==> config.mk <==
export PLATFORM = sky130hd
export DESIGN_NAME = lkme_root_recip
export DESIGN_NICKNAME = d
export VERILOG_FILES = /design/src/lkme_pkg.sv /design/src/lkme_root_recip.sv
export SDC_FILE = /design/constraint.sdc
export NUM_CORES = 1
export LEC_CHECK = 0
export ABC_AREA = 1
export BUFFER_PORTS_ARGS = -buffer_cell sky130_fd_sc_hd__buf_2
export CAP_MARGIN = 40
export CORE_ASPECT_RATIO = 0.6
export CORE_MARGIN = 5
export CORE_UTILIZATION = 35
export DETAILED_ROUTE_END_ITERATION = 8
export GPL_ROUTABILITY_DRIVEN = 1
export HOLD_SLACK_MARGIN = 0.1
export PLACE_DENSITY = 0.49
export SYNTH_ARGS = -nofsm -noshare
export SYNTH_HDL_FRONTEND = slang
export SYNTH_SLANG_ARGS = --single-unit
==> constraint.sdc <==
create_clock -name clk -period 16.2 [get_ports clk]
set_input_delay 2.43 -clock clk [delete_from_list [all_inputs] [get_ports clk]]
set_output_delay 2.43 -clock clk [all_outputs]
set_load 0.03 [all_outputs]
==> src/lkme_pkg.sv <==
`default_nettype none
package lkme_pkg;

	localparam int IDX_W     = 10;
	localparam int DIM_W     = 2;
	localparam int COORD_W   = 20;
	localparam int CFG_W     = 3;
	localparam int KV_W      = 24;
	localparam int S_TDATA_W = 48;

	localparam logic [CFG_W-1:0] CFG_RESET = 3'd3;

	localparam int NUM_POINTS_DEF = 1024;
	localparam int MAX_DIMS_DEF   = 4;

	// Sum of up to four squares of 21-bit differences, its root, the divider operands.
	localparam int DIFF_W = COORD_W + 1;
	localparam int SQ_W   = 2 * COORD_W;
	localparam int SUM_W  = 44;
	localparam int ROOT_W = SUM_W / 2;
	localparam int DEN_W  = 29;
	localparam int NUM_W  = 37;
	localparam int REMH_W = NUM_W - KV_W;

	localparam logic [DEN_W-1:0] DEN_MULT   = 29'd125;
	localparam logic [DEN_W-1:0] DEN_OFFSET = 29'd8192;
	localparam logic [NUM_W-1:0] NUM_SCALED = 37'd134217728000;

endpackage
`default_nettype wire

==> src/lkme_root_recip.sv <==
`default_nettype none
module lkme_root_recip
	import lkme_pkg::*;
(
	input  wire logic             clk,
	input  wire logic             arst_n,
	input  wire logic             start_valid,
	output logic                  start_ready,
	input  wire logic [SUM_W-1:0] sum,
	output logic                  res_valid,
	input  wire logic             res_ready,
	output logic [KV_W-1:0]       res
);

	typedef enum logic [2:0] {ST_IDLE, ST_ROOT, ST_DEN, ST_NUM, ST_DIV, ST_DONE} state_t;

	state_t             state_q;
	logic [4:0]         cnt_q;
	logic [SUM_W-1:0]   rad_q;
	logic [ROOT_W+1:0]  rrem_q;
	logic [ROOT_W-1:0]  root_q;
	logic [DEN_W-1:0]   den_q;
	logic [DEN_W:0]     drem_q;
	logic [KV_W-1:0]    quo_q;

	logic [ROOT_W+1:0]  rtry;
	logic [ROOT_W+1:0]  rtrial;
	logic [NUM_W-1:0]   num;
	logic [DEN_W:0]     dtry;

	assign rtry   = {rrem_q[ROOT_W-1:0], rad_q[SUM_W-1 -: 2]};
	assign rtrial = {root_q, 2'b01};
	assign num    = NUM_SCALED + NUM_W'(den_q >> 1);
	assign dtry   = {drem_q[DEN_W-1:0], quo_q[KV_W-1]};

	assign start_ready = (state_q == ST_IDLE);
	assign res_valid   = (state_q == ST_DONE);
	assign res         = quo_q;

	always_ff @(posedge clk or negedge arst_n) begin
		if (!arst_n) begin
			state_q <= ST_IDLE;
			cnt_q   <= '0;
		end else begin
			unique case (state_q)
				ST_IDLE: begin
					if (start_valid) begin
						rad_q   <= sum;
						rrem_q  <= '0;
						root_q  <= '0;
						cnt_q   <= 5'(ROOT_W - 1);
						state_q <= ST_ROOT;
					end
				end
				ST_ROOT: begin
					// one root bit per cycle, two radicand bits in
					if (rtry >= rtrial) begin
						rrem_q <= rtry - rtrial;
						root_q <= {root_q[ROOT_W-2:0], 1'b1};
					end else begin
						rrem_q <= rtry;
						root_q <= {root_q[ROOT_W-2:0], 1'b0};
					end
					rad_q <= rad_q << 2;
					cnt_q <= cnt_q - 5'd1;
					if (cnt_q == '0) state_q <= ST_DEN;
				end
				ST_DEN: begin
					den_q   <= DEN_MULT * DEN_W'(root_q) + DEN_OFFSET;
					state_q <= ST_NUM;
				end
				ST_NUM: begin
					// upper numerator bits stay below den: quotient fits KV_W bits
					drem_q  <= (DEN_W+1)'(num[NUM_W-1 -: REMH_W]);
					quo_q   <= num[KV_W-1:0];
					cnt_q   <= 5'(KV_W - 1);
					state_q <= ST_DIV;
				end
				ST_DIV: begin
					if (dtry >= {1'b0, den_q}) begin
						drem_q <= dtry - {1'b0, den_q};
						quo_q  <= {quo_q[KV_W-2:0], 1'b1};
					end else begin
						drem_q <= dtry;
						quo_q  <= {quo_q[KV_W-2:0], 1'b0};
					end
					cnt_q <= cnt_q - 5'd1;
					if (cnt_q == '0) state_q <= ST_DONE;
				end
				ST_DONE: begin
					if (res_ready) state_q <= ST_IDLE;
				end
				default: state_q <= ST_IDLE;
			endcase
		end
	end

endmodule
`default_nettype wire

==> results of run 1 <==
## per-layer routing
metal  up-vias  wire (µm)  global-route usage [%]  share of wire, %
li1       6263          -                       -                 -
met2       361      13400                    20.2                33
met3        14       3380                    4.06               8.3
met5         -          0                       0                 0
met4         0        242                    2.86              0.60
met1      5754      23400                    30.0                58
## cells by family (layout without fill, tap and decap cells)
| logic type | after synthesis | count (layout) |
|---|---|---|
| xor+xnor | 42 | 42 |
| compound gates | 144 | 144 |
| fa+ha+maj | 218 | 218 |
| flops | 178 | 178 |
| simple gates | 975 | 975 |
| buf+inv | 401 | 482 |
## flip-flops by register name (all words and copies together), names as in the netlist
signal	flops
state_q	3
res	24
root_q	22
drem_q	29
den_q	29
cnt_q	5
rrem_q	22
rad_q	44
## stage by stage
step | util [%] | setup slack, ps
after global placement | 37.7 | 11460
after global routing | 39.2 | 11010
after detailed placement | 37.7 | 11410
after floorplan | - | 8900
after CTS | 39.2 | 11390
final | 39.2 | 11300
## critical path, stage by stage (launching register included)
cell,delay [ps]
sky130_fd_sc_hd__edfxtp_1,490
sky130_fd_sc_hd__inv_1,200
sky130_fd_sc_hd__fa_1,530
sky130_fd_sc_hd__fa_1,510
sky130_fd_sc_hd__inv_1,60
sky130_fd_sc_hd__fa_1,530
sky130_fd_sc_hd__inv_1,60
sky130_fd_sc_hd__fa_1,520
sky130_fd_sc_hd__inv_1,40
sky130_fd_sc_hd__ha_1,370
sky130_fd_sc_hd__nand2_1,130
sky130_fd_sc_hd__nor2_1,150
sky130_fd_sc_hd__nand4_1,90
sky130_fd_sc_hd__o21ai_0,570
sky130_fd_sc_hd__nand3_1,220
sky130_fd_sc_hd__nand3_1,130
sky130_fd_sc_hd__nand2_1,50
## layout by cell type (no fill, tap or decap), types with 14 or more instances in the layout
| cell type | count |
|---|---|
| sky130_fd_sc_hd__clkbuf_16 | 17 |
| sky130_fd_sc_hd__nand3b_1 | 14 |
| sky130_fd_sc_hd__a21oi_1 | 69 |
| sky130_fd_sc_hd__nand2_1 | 633 |
| sky130_fd_sc_hd__nand3_1 | 86 |
| sky130_fd_sc_hd__inv_1 | 365 |
| sky130_fd_sc_hd__xor2_1 | 28 |
| sky130_fd_sc_hd__nor3_1 | 14 |
| sky130_fd_sc_hd__ha_1 | 139 |
| sky130_fd_sc_hd__fa_1 | 79 |
| sky130_fd_sc_hd__o21ai_0 | 53 |
| sky130_fd_sc_hd__xnor2_1 | 14 |
| sky130_fd_sc_hd__edfxtp_1 | 170 |
| sky130_fd_sc_hd__nor2_1 | 181 |
| sky130_fd_sc_hd__nand4_1 | 17 |
| sky130_fd_sc_hd__buf_2 | 73 |
## how the worst min path moves through the flow
stage	start	end	slack [ps]	depth (start not counted)
CTS	cnt_q[4]$_DFFE_PN0P_	cnt_q[4]$_DFFE_PN0P_	490	2
finish	cnt_q[4]$_DFFE_PN0P_	cnt_q[4]$_DFFE_PN0P_	490	2
global placement	cnt_q[4]$_DFFE_PN0P_	cnt_q[4]$_DFFE_PN0P_	470	2
global route	cnt_q[4]$_DFFE_PN0P_	cnt_q[4]$_DFFE_PN0P_	520	2
floorplan	cnt_q[4]$_DFFE_PN0P_	cnt_q[4]$_DFFE_PN0P_	450	2
detailed placement	cnt_q[4]$_DFFE_PN0P_	cnt_q[4]$_DFFE_PN0P_	470	2
## final cells by class
cell class	count	area [µm²]
fill	4567	26300
multi-input combinational	1379	8470
sequential	178	5310
inverter	369	1390
tap	579	724
clock buffer	17	425
timing repair buffer	81	425
clock inverter	15	203
==> reports/metrics.yaml, run 1 <==
place_congestion: 0.948
wl_um: 40400
drive_gt1_share_pct: 6.96
drv.max_cap_violation_count: 0
setup_total_negative_slack_ps: 0
setup.worst_path.start_class: "flop"
finalHoldViolCount: 0
whs_ps: 490
synth-simple-area-share_pct: 26.1
most_common_flop_cell_mapped_by_yosys: "sky130_fd_sc_hd__edfxtp_1"
ctsLongestPathBuffers: 2
design.final.nets: 2292
h_tree_depth: 4
drcViolationCount: 0
holdBufCountCts: 0
insertion_delay_ps: 460
globalRouteTotalUtil_pct: 17.1
antennaDiodeCount: 0
synth_largest_area_cell: "sky130_fd_sc_hd__edfxtp_1"
fraction_of_post_synthesis_cell_area_in_the_top_cell_type_by_area_pct: 33.3
clock_skew_ps: 15.6
dr.pass1.iters: 5
cts_inserted_buffers: 17
outcome: "finished, final reports clean"
async_reset_ff_share_pct: 4.49
detail_route.vias_per_cell: 4.73
post-cts-setup-buffer-count: 0
maxSlewViolCount: 0
first_global_vias: 11518
worst-slew-pin-transition_ps: 793
postSynthCellCount: 1958
ys_top_cells_by_area: "sky130_fd_sc_hd__edfxtp_1, sky130_fd_sc_hd__nand2_1, sky130_fd_sc_hd__ha_1, sky130_fd_sc_hd__fa_1, sky130_fd_sc_hd__inv_1"
grt_start_max_net_pins: 78
synth_adder_area_share_pct: 21.7
critical_path.startpoint: "root_q[8]$_SDFFCE_PN0P_"
vias: 12392
initial_utilization_pct: 35.4
detail_route.iter0.violations: 1281
worst_hold_path_type: "reg -> reg"
worst-r2r-setup-slack_ps: 11300
data_arrival_time_at_the_worst_slack_endpoint_ps: 5100
post-route-min-period_ps: 4900
overflow: 0
setup_viol: 0
synthesis.nets: 2224
synth-seq-cells: 178
synth.yosys.seq_area_share_pct: 34.7
cp-endpoint: "den_q[25]$_DFFE_PP_"
r2r_end: "den_q[25]$_DFFE_PP_"
tritoncts: "built"
chipWidth_um: 280
fp.dieH_um: 172
num_rows: 59
rr_worst_depth: 16
worstReg2RegStart: "root_q[8]$_SDFFCE_PN0P_"
io_buffers: 73
fmax_mhz: 204
top_cells_by_count_synth: "sky130_fd_sc_hd__nand2_1, sky130_fd_sc_hd__inv_1, sky130_fd_sc_hd__nor2_1"
synth_enable_flop_cells: 170
clock_tree.root_cell: "sky130_fd_sc_hd__clkbuf_16"
yosysWarningCount: 0
max_slew_margin_pct: 47.1
syn-mean-instance-area_um2: 7.82
synth-xor-area-share_pct: 2.40
postPlaceCellArea_um2: 16300
avgRoutedWirePerCell_um: 15.4
post_cts.resized_instances: 0
clk_transition_reported_paths_ps: 80
critical_path_peak_fanout: 6
dp.final_hpwl_um: 32000
cp-end-kind: "flop"
synth-compound-area-share_pct: 5.02
final_cell_count_no_fill: 2618
antenna_found_initial: 0
critPathKind: "reg -> reg"
grt_pass1_wl_um: 64500
die-area_um2: 48200
placedCellCount: 2586
final_antenna_net_count: 0
io_pins: 74
final_min_period_over_clock_period_pct: 30.2
worst-endpoint-required_ps: 16400
layout.cell_area.non_filler_um2: 16900
synth_mux_area_share_pct: 0
dominant_combinational_cell_family_by_area_after_synthesis: "simple AND/OR/NAND/NOR gates"
yosys.cell_count.top_type: "sky130_fd_sc_hd__nand2_1"
clock_sink_count: 178
rsz0062_at_grt: "false"
area_delta_synth_final_pct: 10.7
floorplan.core_area_um2: 43300
synth_area_um2: 15300
post_synth_num_cell_types: 40
Power of run 1 is left out: the tool's default activity adds up to more than one toggle a clock period on the data nets, which glitch-free logic cannot reach.
==> run 2, diff against run 1 <==
--- a/config.mk
+++ b/config.mk
@@ -14,7 +14,7 @@
 export DETAILED_ROUTE_END_ITERATION = 8
 export GPL_ROUTABILITY_DRIVEN = 1
 export HOLD_SLACK_MARGIN = 0.1
-export PLACE_DENSITY = 0.49
+export PLACE_DENSITY = 0.51
 export SYNTH_ARGS = -nofsm -noshare
 export SYNTH_HDL_FRONTEND = slang
 export SYNTH_SLANG_ARGS = --single-unit
==> constraint.sdc (replaced) <==
create_clock -name clk -period 3.95 [get_ports clk]
set_input_delay 0.5925 -clock clk [delete_from_list [all_inputs] [get_ports clk]]
set_output_delay 0.5925 -clock clk [all_outputs]
set_load 0.03 [all_outputs]
==> reports/metrics.yaml, run 2 (synthesized netlist as in run 1, its figures left out) <==
rsz0062_at_grt: "true"
io_pins: 74  # unchanged
critPathKind: "reg -> reg"
layout_top_registers: "rad_q x44, den_q x29, drem_q x29"
failed_checks: "negative setup slack"
ctsLongestPathBuffers: 2  # unchanged
timing.critical_path.mode_cell: "sky130_fd_sc_hd__fa_1"
post-route-worst-setup-slack_ps: -108  # -11410 ps
worst_hold_path.endpoint: "rad_q[0]$_SDFFCE_PP0P_"
insertion_delay_ps: 470  # about the same
max_slew_margin_pct: 43.3  # -3.8 points
worst-slew-pin-transition_ps: 849  # +55.7 ps
drive_gt1_share_pct: 19.1  # +12 points
num_rows: 59  # unchanged
post-route-min-period_ps: 4060  # -839 ps
h_tree_depth: 4  # unchanged
cp-end-kind: "flop"
fp.dieH_um: 172  # unchanged
io_buffers: 73  # unchanged
clk_transition_reported_paths_ps: 90  # about the same
vias: 12883  # +4.0%
initial_utilization_pct: 35.4  # unchanged
worst_path_max_delay_cell: "sky130_fd_sc_hd__fa_1"
setup_viol: 9  # +9
placement.setup.worst_slack_ps: -351  # -11760 ps
grt_pass1_wl_um: 66800  # +3.5%
worstHoldPathCells: 3  # +1
first_global_vias: 12051  # +4.6%
dr.pass1.iters: 7  # +2
post-route-util_pct: 43.3  # +4.1 points
rr_worst_depth: 15  # -1
top_register: "rad_q"
antenna_found_initial: 1  # +1
placedCellCount: 2698  # +4.3%
worst-endpoint-required_ps: 4170  # -12230 ps
dp.final_hpwl_um: 32500  # +1.4%
antennaDiodeCount: 0  # unchanged
setup.worst_path.start_class: "flop"
final_min_period_over_clock_period_pct: 103  # +72 points
worst_path_largest_cell_delay_ps: 510  # -60 ps
finalHoldViolCount: 0  # unchanged
critical_path_peak_fanout: 5  # -1
clock_sink_count: 178  # unchanged
wl_um: 41600  # +2.9%
drcViolationCount: 0  # unchanged
final.fill_count: 4428  # -3.0%
r2r_end: "den_q[17]$_DFFE_PP_"
outcome: "finished with violations"
detail_route.vias_per_cell: 4.68  # -1.0%
leading_cell_type_in_the_layout_fill_and_taps_excluded: "sky130_fd_sc_hd__nand2_1"
multi_input_area_um2: 9200  # +8.6%
chipWidth_um: 280  # unchanged
final_cell_count_no_fill: 2750  # +5.0%
worst_hold_path_type: "in -> reg"
area.sequential_um2: 5310  # unchanged
data_arrival_time_at_the_worst_slack_endpoint_ps: 4270  # -830 ps
postPlaceCellArea_um2: 17300  # +6.1%
cts_inserted_buffers: 17  # unchanged
place_congestion: 0.943  # -0.60%
clock_skew_ps: 21.7  # +6.12 ps
tritoncts: "built"
worst-r2r-setup-slack_ps: -110  # -11410 ps
fmax_mhz: 246  # +21%
drv.max_cap_violation_count: 0  # unchanged
worstReg2RegStart: "root_q[10]$_SDFFCE_PN0P_"
design.final.nets: 2424  # +5.8%
floorplan.core_area_um2: 43300  # unchanged
layout.cell_area.non_filler_um2: 18700  # +11%
clock_tree.root_cell: "sky130_fd_sc_hd__clkbuf_16"
globalRouteTotalUtil_pct: 17.6  # +0.47 points
min-delay-start: "sum[0]"
avgRoutedWirePerCell_um: 15.1  # -2.0%
largest_register_ffs: 44  # unchanged
area_delta_synth_final_pct: 22.3
cp_cell_sequence: "inv_2 > fa_1 > fa_1 > inv_2 > fa_1 > inv_1 > fa_1 > inv_2 > ha_4 > a21oi_1 > o21ai_0 > a21oi_2 > o21ai_4 > buf_4 > xor2_1"
maxSlewViolCount: 0  # unchanged
final_antenna_net_count: 0  # unchanged
detail_route.iter0.violations: 1190  # -7.1%
die-area_um2: 48200  # unchanged
layout.cells.most_common_list: "sky130_fd_sc_hd__nand2_1, sky130_fd_sc_hd__inv_1, sky130_fd_sc_hd__edfxtp_1"
grt_start_max_net_pins: 89  # +14%
overflow: 0  # unchanged
==> run 2: cell count changes in the layout (fill, tap and decap cells not counted), moves of 15 or more <==
| cell | before | now |
|---|---|---|
| sky130_fd_sc_hd__inv_2 | 2 | 31 |
| sky130_fd_sc_hd__nand2_2 | 4 | 23 |
| sky130_fd_sc_hd__nand2_1 | 633 | 602 |
| sky130_fd_sc_hd__buf_4 | 8 | 125 |
| sky130_fd_sc_hd__nor2_1 | 181 | 166 |
| sky130_fd_sc_hd__a21oi_1 | 69 | 51 |
| sky130_fd_sc_hd__ha_4 | 0 | 18 |
| sky130_fd_sc_hd__ha_1 | 139 | 120 |
| sky130_fd_sc_hd__inv_1 | 365 | 336 |
==> run 2: metrics by stage <==
step | setup TNS, ps | hold WS, ps
final | -657 | 377
after global routing | -3340 | 350
after CTS | -837 | 351
after detailed placement | -3220 | 455
after global placement | -2670 | 454
after floorplan | 0 | 297
==> run 2: final cells by class <==
class / instances / area share [%]
Tap cell: 579 / 3.87
Multi-Input combinational cell: 1379 / 49.1
Clock inverter: 15 / 1.04
Timing Repair Buffer: 213 / 7.95
Clock buffer: 17 / 2.27
Sequential cell: 178 / 28.3
Inverter: 369 / 7.41
==> run 2: timing repair <==
action	4_1_cts	5_1_grt
hold buffers	1	0
buffers inserted	14	8
pin swaps	65	43
resized for setup	97	64
hold endpoints to repair	8	0
endpoints found under the setup margin	18	18
==> run 2: how the worst max path moves through the flow <==
| stage | from | end | slack (ps) | depth (start not counted) |
|---|---|---|---|---|
| after floorplan | root_q[8]$_SDFFCE_PN0P_ | den_q[25]$_DFFE_PP_ | 6 | 16 |
| after global placement | root_q[11]$_SDFFCE_PN0P_ | den_q[19]$_DFFE_PP_ | -310 | 13 |
| after detailed placement | root_q[9]$_SDFFCE_PN0P_ | den_q[19]$_DFFE_PP_ | -350 | 15 |
| after CTS | root_q[11]$_SDFFCE_PN0P_ | den_q[27]$_DFFE_PP_ | -120 | 16 |
| after global routing | root_q[14]$_SDFFCE_PN0P_ | den_q[28]$_DFFE_PP_ | -290 | 16 |
| final | root_q[10]$_SDFFCE_PN0P_ | den_q[17]$_DFFE_PP_ | -110 | 15 |
==> run 2: layer usage <==
| metal | global-route usage (%) | part of all wire, % |
|---|---|---|
| met2 | 21.6 | 35 |
| met4 | 2.67 | 0.59 |
| met5 | 0 | 0 |
| met3 | 3.79 | 7.0 |
| met1 | 30.4 | 58 |
==> run 2: worst max-delay path: cells and delay by family, from the launching register on <==
| kind | cells | cell delay [ps] |
|---|---|---|
| flops | 1 | 460 |
| compound gates | 4 | 610 |
| buf+inv | 5 | 410 |
| xor+xnor | 1 | 140 |
| fa+ha+maj | 5 | 2190 |
Power of run 2 is left out for the same reason.
==> run 3, diff against run 2 <==
--- a/config.mk
+++ b/config.mk
@@ -9,12 +9,13 @@
 export BUFFER_PORTS_ARGS = -buffer_cell sky130_fd_sc_hd__buf_2
 export CAP_MARGIN = 40
 export CORE_ASPECT_RATIO = 0.6
-export CORE_MARGIN = 5
+export CORE_MARGIN = 4
 export CORE_UTILIZATION = 35
 export DETAILED_ROUTE_END_ITERATION = 8
 export GPL_ROUTABILITY_DRIVEN = 1
 export HOLD_SLACK_MARGIN = 0.1
 export PLACE_DENSITY = 0.51
+export REMOVE_ABC_BUFFERS = 1
 export SYNTH_ARGS = -nofsm -noshare
 export SYNTH_HDL_FRONTEND = slang
 export SYNTH_SLANG_ARGS = --single-unit
==> reports/metrics.yaml, run 3 (synthesized netlist as in run 1, its figures left out) <==
fmax_mhz: 240  # -2.7%
fp.dieH_um: 170  # -1.2%
chipWidth_um: 278  # -0.71%
detail_route.iter0.violations: 994  # -16%
maxSlewViolCount: 0  # unchanged
ctsLongestPathBuffers: 2  # unchanged
design.final.nets: 2477  # +2.2%
detail_route.vias_per_cell: 4.64  # -0.97%
clock_sink_count: 178  # unchanged
clock_tree.root_cell: "sky130_fd_sc_hd__clkbuf_16"
io_buffers: 73  # unchanged
r2r_end: "den_q[18]$_DFFE_PP_"
cp-end-kind: "flop"
setup_viol: 15  # +6
grt_pass1_wl_um: 67900  # +1.7%
first_global_vias: 12209  # +1.3%
setup.worst_path.start_class: "flop"
worst-endpoint-required_ps: 4140  # -30 ps
critical_path_peak_fanout: 3  # -2
drive_gt1_share_pct: 22.1  # +3.0 points
rsz0062_at_grt: "true"
clock_skew_ps: 14.5  # -7.23 ps
post-route-util_pct: 44.8  # +1.5 points
largest_register_ffs: 44  # unchanged
insertion_delay_ps: 460  # about the same
io_pins: 74  # unchanged
drv.max_cap_violation_count: 0  # unchanged
initial_utilization_pct: 35.4  # unchanged
dr.pass1.iters: 5  # -2
area_delta_synth_final_pct: 26.6
worst_hold_path_type: "in -> reg"
whs_ps: 379  # +2.54 ps
max_slew_margin_pct: 47.8  # +4.5 points
avgRoutedWirePerCell_um: 15.3  # +1.0%
post-route-worst-setup-slack_ps: -218  # -111 ps
place_congestion: 0.963  # +2.1%
overflow: 0  # unchanged
placedCellCount: 2714  # +0.59%
top_register: "rad_q"
failed_checks: "negative setup slack"
clk_transition_reported_paths_ps: 100  # about the same
rr_worst_depth: 17  # +2
final_min_period_over_clock_period_pct: 106  # +2.8 points
worst_hold_path.endpoint: "rad_q[1]$_SDFFCE_PP0P_"
antennaDiodeCount: 0  # unchanged
finalHoldViolCount: 0  # unchanged
leading_cell_type_in_the_layout_fill_and_taps_excluded: "sky130_fd_sc_hd__nand2_1"
antenna_found_initial: 0  # -1
outcome: "finished with violations"
cts_inserted_buffers: 17  # unchanged
final_cell_count_no_fill: 2803  # +1.9%
floorplan.core_area_um2: 43300  # unchanged
worst-r2r-setup-slack_ps: -220  # -110 ps
layout_top_registers: "rad_q x44, den_q x29, drem_q x29"
data_arrival_time_at_the_worst_slack_endpoint_ps: 4360  # +90 ps
placement.setup.worst_slack_ps: -416  # -64.7 ps
die-area_um2: 47300  # -1.9%
worstReg2RegStart: "root_q[11]$_SDFFCE_PN0P_"
critPathKind: "reg -> reg"
h_tree_depth: 4  # unchanged
worst-slew-pin-transition_ps: 783  # -65.3 ps
vias: 13004  # +0.94%
drcViolationCount: 0  # unchanged
wl_um: 42900  # +3.0%
grt_start_max_net_pins: 78  # -12%
globalRouteTotalUtil_pct: 18.1  # +0.53 points
layout.cells.most_common_list: "sky130_fd_sc_hd__nand2_1, sky130_fd_sc_hd__inv_1, sky130_fd_sc_hd__edfxtp_1"
worstHoldPathCells: 3  # unchanged
final_antenna_net_count: 0  # unchanged
post-route-min-period_ps: 4170  # +111 ps
dp.final_hpwl_um: 32400  # -0.21%
num_rows: 59  # unchanged
min-delay-start: "sum[1]"
tritoncts: "built"
==> run 3: worst max-delay path, stage by stage (launching register included) <==
cell                       delay [ps]
sky130_fd_sc_hd__edfxtp_1         450
sky130_fd_sc_hd__buf_4            170
sky130_fd_sc_hd__buf_4            130
sky130_fd_sc_hd__ha_1             280
sky130_fd_sc_hd__inv_2             40
sky130_fd_sc_hd__fa_1             490
sky130_fd_sc_hd__inv_1             50
sky130_fd_sc_hd__fa_1             500
sky130_fd_sc_hd__inv_1             50
sky130_fd_sc_hd__fa_1             490
sky130_fd_sc_hd__inv_2             50
sky130_fd_sc_hd__ha_4             290
sky130_fd_sc_hd__buf_6            100
sky130_fd_sc_hd__nand4_1          130
sky130_fd_sc_hd__buf_4            190
sky130_fd_sc_hd__nor3_4           220
sky130_fd_sc_hd__a21oi_2          110
sky130_fd_sc_hd__xnor2_2          170
==> run 3: metal layers <==
metal	vias to the layer above	track usage, %	wire length, µm
met5	-	0	0
met4	0	2.55	205
met3	12	3.84	3180
met2	330	22.6	15300
met1	6019	31.1	24100
li1	6643	-	-
==> run 3: metrics by stage <==
stage | setup TNS, ps | cell area (µm²)
2_1_floorplan | -809730 | 15100
3_3_place_gp | -4850 | 17300
3_5_place_dp | -5590 | 17300
4_1_cts | -1210 | 18800
5_1_grt | -4200 | 19400
6_report | -1560 | 19400
==> run 3: cell type report <==
class | count | area [µm²]
clock inverter | 15 | 196
tap | 579 | 724
inverter | 369 | 1400
sequential | 178 | 5310
timing repair buffer | 266 | 1950
clock buffer | 17 | 425
fill | 4336 | 23900
multi-input combinational | 1379 | 9380
==> run 3: worst max-delay path by stage <==
stage | from | endpoint | slack, ps | depth (start not counted)
detailed placement | root_q[4]$_SDFFCE_PN0P_ | den_q[27]$_DFFE_PP_ | -420 | 15
finish | root_q[11]$_SDFFCE_PN0P_ | den_q[18]$_DFFE_PP_ | -220 | 17
global placement | root_q[10]$_SDFFCE_PN0P_ | den_q[26]$_DFFE_PP_ | -450 | 15
floorplan | state_q[2]$_DFFE_PN0P_ | rad_q[0]$_SDFFCE_PP0P_ | -7070 | 3
global route | root_q[10]$_SDFFCE_PN0P_ | den_q[26]$_DFFE_PP_ | -360 | 16
CTS | root_q[10]$_SDFFCE_PN0P_ | den_q[18]$_DFFE_PP_ | -180 | 12
==> run 3: repair_timing <==
item,4_1_cts,5_1_grt
cloned,0,0
hold endpoints to repair,8,0
endpoints found under the setup margin,20,20
resized for setup,152,107
pin swaps,95,64
hold buffers,1,0
buffers inserted,39,24
Power of run 3 is left out for the same reason.
